==> config.mk <==
export PLATFORM = sky130hd
export DESIGN_NAME = odd_fifo
export DESIGN_NICKNAME = d
export VERILOG_FILES = /design/src/rtl/odd_pkg.sv /design/src/rtl/odd_fifo.sv
export SDC_FILE = /design/constraint.sdc
export NUM_CORES = 1
export LEC_CHECK = 0
export BUFFER_PORTS_ARGS = -buffer_cell sky130_fd_sc_hd__clkbuf_2
export CAP_MARGIN = 10
export CORE_MARGIN = 2
export CORE_UTILIZATION = 55
export CTS_BUF_LIST = sky130_fd_sc_hd__clkbuf_4 sky130_fd_sc_hd__clkbuf_8
export CTS_CLUSTER_SIZE = 24
export DETAILED_ROUTE_END_ITERATION = 10
export PLACE_DENSITY = 0.85
export SLEW_MARGIN = 20
export SYNTH_ARGS = -nofsm -noshare
export SYNTH_HDL_FRONTEND = slang
export SYNTH_SLANG_ARGS = --single-unit
==> constraint.sdc <==
create_clock -name i_clk -period 8.25 [get_ports i_clk]
set_input_delay 0.4125 -clock i_clk [delete_from_list [all_inputs] [get_ports i_clk]]
set_output_delay 0.4125 -clock i_clk [all_outputs]
set_load 0.005 [all_outputs]
==> src/rtl/odd_pkg.sv <==
// Shared widths, constants and types of the odometer drum driver.
package odd_pkg;

    localparam int ANGLE_W    = 32;
    localparam int RADIUS_W   = 20;
    localparam int MAG_W      = 19;
    localparam int FACTOR_W   = 27;
    localparam int DIV_W      = RADIUS_W + FACTOR_W;
    localparam int QUO_W      = 40;
    localparam int ACC_W      = 44;
    localparam int FRAC_BITS  = 24;
    localparam int DISP_W     = ACC_W - FRAC_BITS;
    localparam int DIGIT_W    = 4;
    localparam int ROLL_FIELDS = 6;
    localparam int DRUM_COUNT_DEF = 6;
    localparam int Q_DEPTH    = 2;
    localparam int PADDR_W    = 3;
    localparam int PDATA_W    = 32;

    localparam logic [MAG_W:0]      WRAP_GUARD   = 20'd327680;
    localparam logic [RADIUS_W-1:0] RADIUS_DEF   = 20'd22938;
    localparam logic [FACTOR_W-1:0] FACTOR_MILES = 27'd535429;
    localparam logic [FACTOR_W-1:0] FACTOR_KPH   = 27'd86150545;
    localparam logic [DISP_W-1:0]   DIST_WRAP    = 20'd1000000;
    localparam logic [ACC_W:0]      DIST_WRAP_FX = (ACC_W+1)'(DIST_WRAP) << FRAC_BITS;
    localparam logic [DISP_W-1:0]   RECIP10      = 20'd838861;
    localparam int                  RECIP_SHIFT  = 23;
    localparam logic [DIGIT_W-1:0]  DIGIT_BASE   = 4'd10;

    typedef enum logic [0:0] {
        REG_RADIUS = 1'b0,
        REG_KPH    = 1'b1
    } t_reg;

    typedef struct packed {
        logic [MAG_W-1:0] mag;
        logic [DIV_W-1:0] divisor;
    } t_job;

    typedef struct packed {
        logic full;
        logic empty;
    } t_qstat;

endpackage

==> src/rtl/odd_fifo.sv <==
// Short job queue between the front end and the back end.
module odd_fifo (
    input  logic            i_clk,
    input  logic            i_rst_n,
    input  logic            i_wr,
    input  odd_pkg::t_job   i_job,
    input  logic            i_rd,
    output odd_pkg::t_job   o_job,
    output odd_pkg::t_qstat o_qstat
);
    import odd_pkg::*;

    localparam int PTR_W = (Q_DEPTH > 1) ? $clog2(Q_DEPTH) : 1;
    localparam int CNT_W = $clog2(Q_DEPTH + 1);

    t_job             r_mem [Q_DEPTH];
    logic [PTR_W-1:0] r_wptr;
    logic [PTR_W-1:0] r_rptr;
    logic [CNT_W-1:0] r_cnt;
    logic             w_wr;
    logic             w_rd;

    assign o_qstat.full  = (r_cnt == CNT_W'(Q_DEPTH));
    assign o_qstat.empty = (r_cnt == '0);
    assign w_wr  = i_wr && !o_qstat.full;
    assign w_rd  = i_rd && !o_qstat.empty;
    assign o_job = r_mem[r_rptr];

    always_ff @(posedge i_clk) begin
        if (!i_rst_n) begin
            r_wptr <= '0;
            r_rptr <= '0;
            r_cnt  <= '0;
        end else begin
            if (w_wr) begin
                r_wptr <= (r_wptr == PTR_W'(Q_DEPTH - 1)) ? '0 : r_wptr + 1'b1;
            end
            if (w_rd) begin
                r_rptr <= (r_rptr == PTR_W'(Q_DEPTH - 1)) ? '0 : r_rptr + 1'b1;
            end
            if (w_wr && !w_rd) begin
                r_cnt <= r_cnt + 1'b1;
            end else if (w_rd && !w_wr) begin
                r_cnt <= r_cnt - 1'b1;
            end
        end
    end

    always_ff @(posedge i_clk) begin
        if (w_wr) begin
            r_mem[r_wptr] <= i_job;
        end
    end

endmodule

==> metrics.txt <==
routed length per instance 17.18 um; Worst VDD drop 0.1726 mV; family with the most delay on the worst path flip-flops; die footprint 9876 sq um; overall track demand over capacity in global routing 17.42%; path class of the lowest-slack min-delay path in2reg; Site Rows 34; via count of the first global-routing pass 2715; Filler Cell Count 568; max-slew headroom at the worst pin about two fifths; crit share post-route 28.11%; data arrival at the endpoint of the critical path 1910 ps; final setup violating endpoints 0; maximum fanout encountered on the critical timing path 66; number of detailed-routing iterations run before antenna repair 4; cell total after placement 471; H-Tree Level Count 4; register clock-pin slew on the reported worst setup and hold paths 70 ps; starting utilization of the core area 57.10%; count of non-filler cells in the finished layout 502; net count reported at finish 453; main combinational cell family by area after synthesis multiplexers; hold_sp i_job[49]; highest-delay cell along the critical path dfxtp_4; multi-input logic area 877.1 sq um; IO Port Bufs between 100 and 150; overall power after layout 1924 uW; required arrival time at the worst endpoint just under 8000 ps; Syn Nets 301; count of antenna diodes in the layout 0; status finished, final reports clean; Async SR Flop Fraction 0%; max-slew violation count 0; Routed Wire Length 8.624 mm; leak pwr 0.002405 uW; Skew-Pair Late Insertion Delay roughly 400 ps; final estimated routing congestion in global placement between 0.6 and 0.7; largest net degree at the start of global routing between 60 and 70; final sum of negative setup slack 0 ps; synthesized instance count 230; post-CTS setup buffer count 0; I/O pin count roughly 140; synthesized-area fraction occupied by adder cells 0.2501%; Post-CTS Resized 0; fin crit period 2319 ps; ranking of synthesized cells by area edfxtp_1, mux2_1, mux2_2; slew at the pin closest to its max-slew limit between 800 and 900 ps; Fmax achieved 0.4312 GHz; skew final about 8 ps; clock tree root driver cell clkbuf_8; total gr overflow 0; number of different library cells in the post-synthesis netlist 23; Synth warnings 0; post-synthesis average cell area approximately 22 sq um; sequential element share of the synthesized area 81.22%; cell type with the highest aggregate area in the netlist edfxtp_1; number of nets still failing antenna checks after routing 0; dominant register cell in the synthesized netlist edfxtp_1; starting DRC count in detailed routing between 70 and 80; core occupancy in the finished layout approximately 71%; placeable core region 8763 sq um; Area Growth Syn to Fin 25.06%; power density over the cells slightly above 300 nW/um^2; biggest cell delay along the critical path 910 ps; proportion of netlist area held by the largest area contributor 79.22%; Post-synth EDFFs roughly 130; Storage cell area around 4100 sq um; type of destination of the critical path output pin; most numerous cell in the Yosys netlist edfxtp_1; chip height just under 100 um; count of maximum capacitance violations 0; critical setup path kind reg2out; Compound-Gate Fraction of Synth Area less than 1%; post-synthesis mux area share 14.85%; CTS tree yes; final number of hold-violating endpoints 0; critical register-to-register path startpoint r_cnt[0]$_SDFFE_PN0P_; Mapped Area approximately 5000 sq um; parity-gate share of the synthesized area counting xor and xnor cells 0.5251%; worst-path cell chain mux2_2 -> clkbuf_2; global-route wire length before repair 12.72 mm; total clock buffers created by CTS 17; number of buffers on the longest clock path 2; vias 2613; Post-CTS Hold Fix Bufs 0; basic-gate share of the synthesized area counting and, or, nand and nor cells 1.100%; die width between 90 and 100 um; most used standard cells in the synthesized netlist edfxtp_1, mux2_1, mux2_2; HPWL reported at the end of detailed placement about 5.4 mm; WP buf/inv 1; post-synthesis sequential element count 137; RSZ-0062 raised after global routing false; total DRC errors in the routed layout 0; layout cells sized above 1 roughly 50%; startpoint type of the worst setup path flop; vias per std cell 5.205; number of antenna violations at the first check in global routing 0; clock tree sinks 137
path summary, 6_finish.rpt:
path / endpoint / slack (ps) / cells past startpoint
worst min-delay path: r_mem[0][49]$_DFFE_PP_ / 180 / 1
worst min register to register: r_cnt[1]$_SDFFE_PN0P_ / 550 / 2
worst max register to register: r_mem[1][6]$_DFFE_PP_ / 6360 / 3
worst max-delay path: o_job[63] / 5930 / 2
report_power, final:
group	internal (uW)	switching [uW]
clock network	386	238
registers	875	68.2
logic	193	162
total	1450	469
layout make-up:
class                      count  share of cell area [%]
clock buffer                  17                   3.739
clock inverter                14                   3.639
inverter                       2                  0.1200
multi-input combinational     84                   14.02
sequential                   137                   65.01
tap                          108                   2.160
timing repair buffer         140                   11.32
layer usage:
layer | vias to the layer above | track usage, % | part of all wire [%]
li1 | 1211 | - | -
met1 | 1292 | 19.47 | 39
met3 | 14 | 7.168 | 7.5
met2 | 96 | 30.25 | 53
met4 | 0 | 6.006 | 1.2
met5 | - | 0 | 0
registers in the layout, indices dropped and copies added (netlist names), named ones only:
signal / cells
r_cnt: 2
r_mem: 132
r_rptr: 1
r_wptr: 1
cells in the final DEF, fill, tap and decap left out, types with 2 or more instances in the layout:
master,instances
nor2_1,2
clkbuf_2,137
xnor2_1,2
clkinv_4,2
mux2_1,40
clkinv_2,2
dfxtp_1,4
clkinv_1,3
buf_4,3
and2_1,3
mux2_2,26
clkbuf_8,17
bufinv_16,6
edfxtp_1,132
through the flow:
step / setup slack, ps / cell area [sq um] / hold WS, ps
after floorplan: 4615 / 5004 / 483.3
after global placement: 6347 / 5796 / 497.0
after detailed placement: 6330 / 5796 / 545.6
after CTS: 5879 / 6257 / 155.2
after global routing: 5811 / 6257 / 147.8
final: 5931 / 6257 / 184.6
kinds of logic after synthesis:
kind of cell	after synthesis
XOR/XNOR	3
flip-flops	137
buffers and inverters	9
adder cells (fa/ha/maj)	1
multiplexers	66
AND/OR/NAND/NOR	9
AO/OA/AOI/OAI	5
No activity file was read; power rests on OpenSTA's default activity.
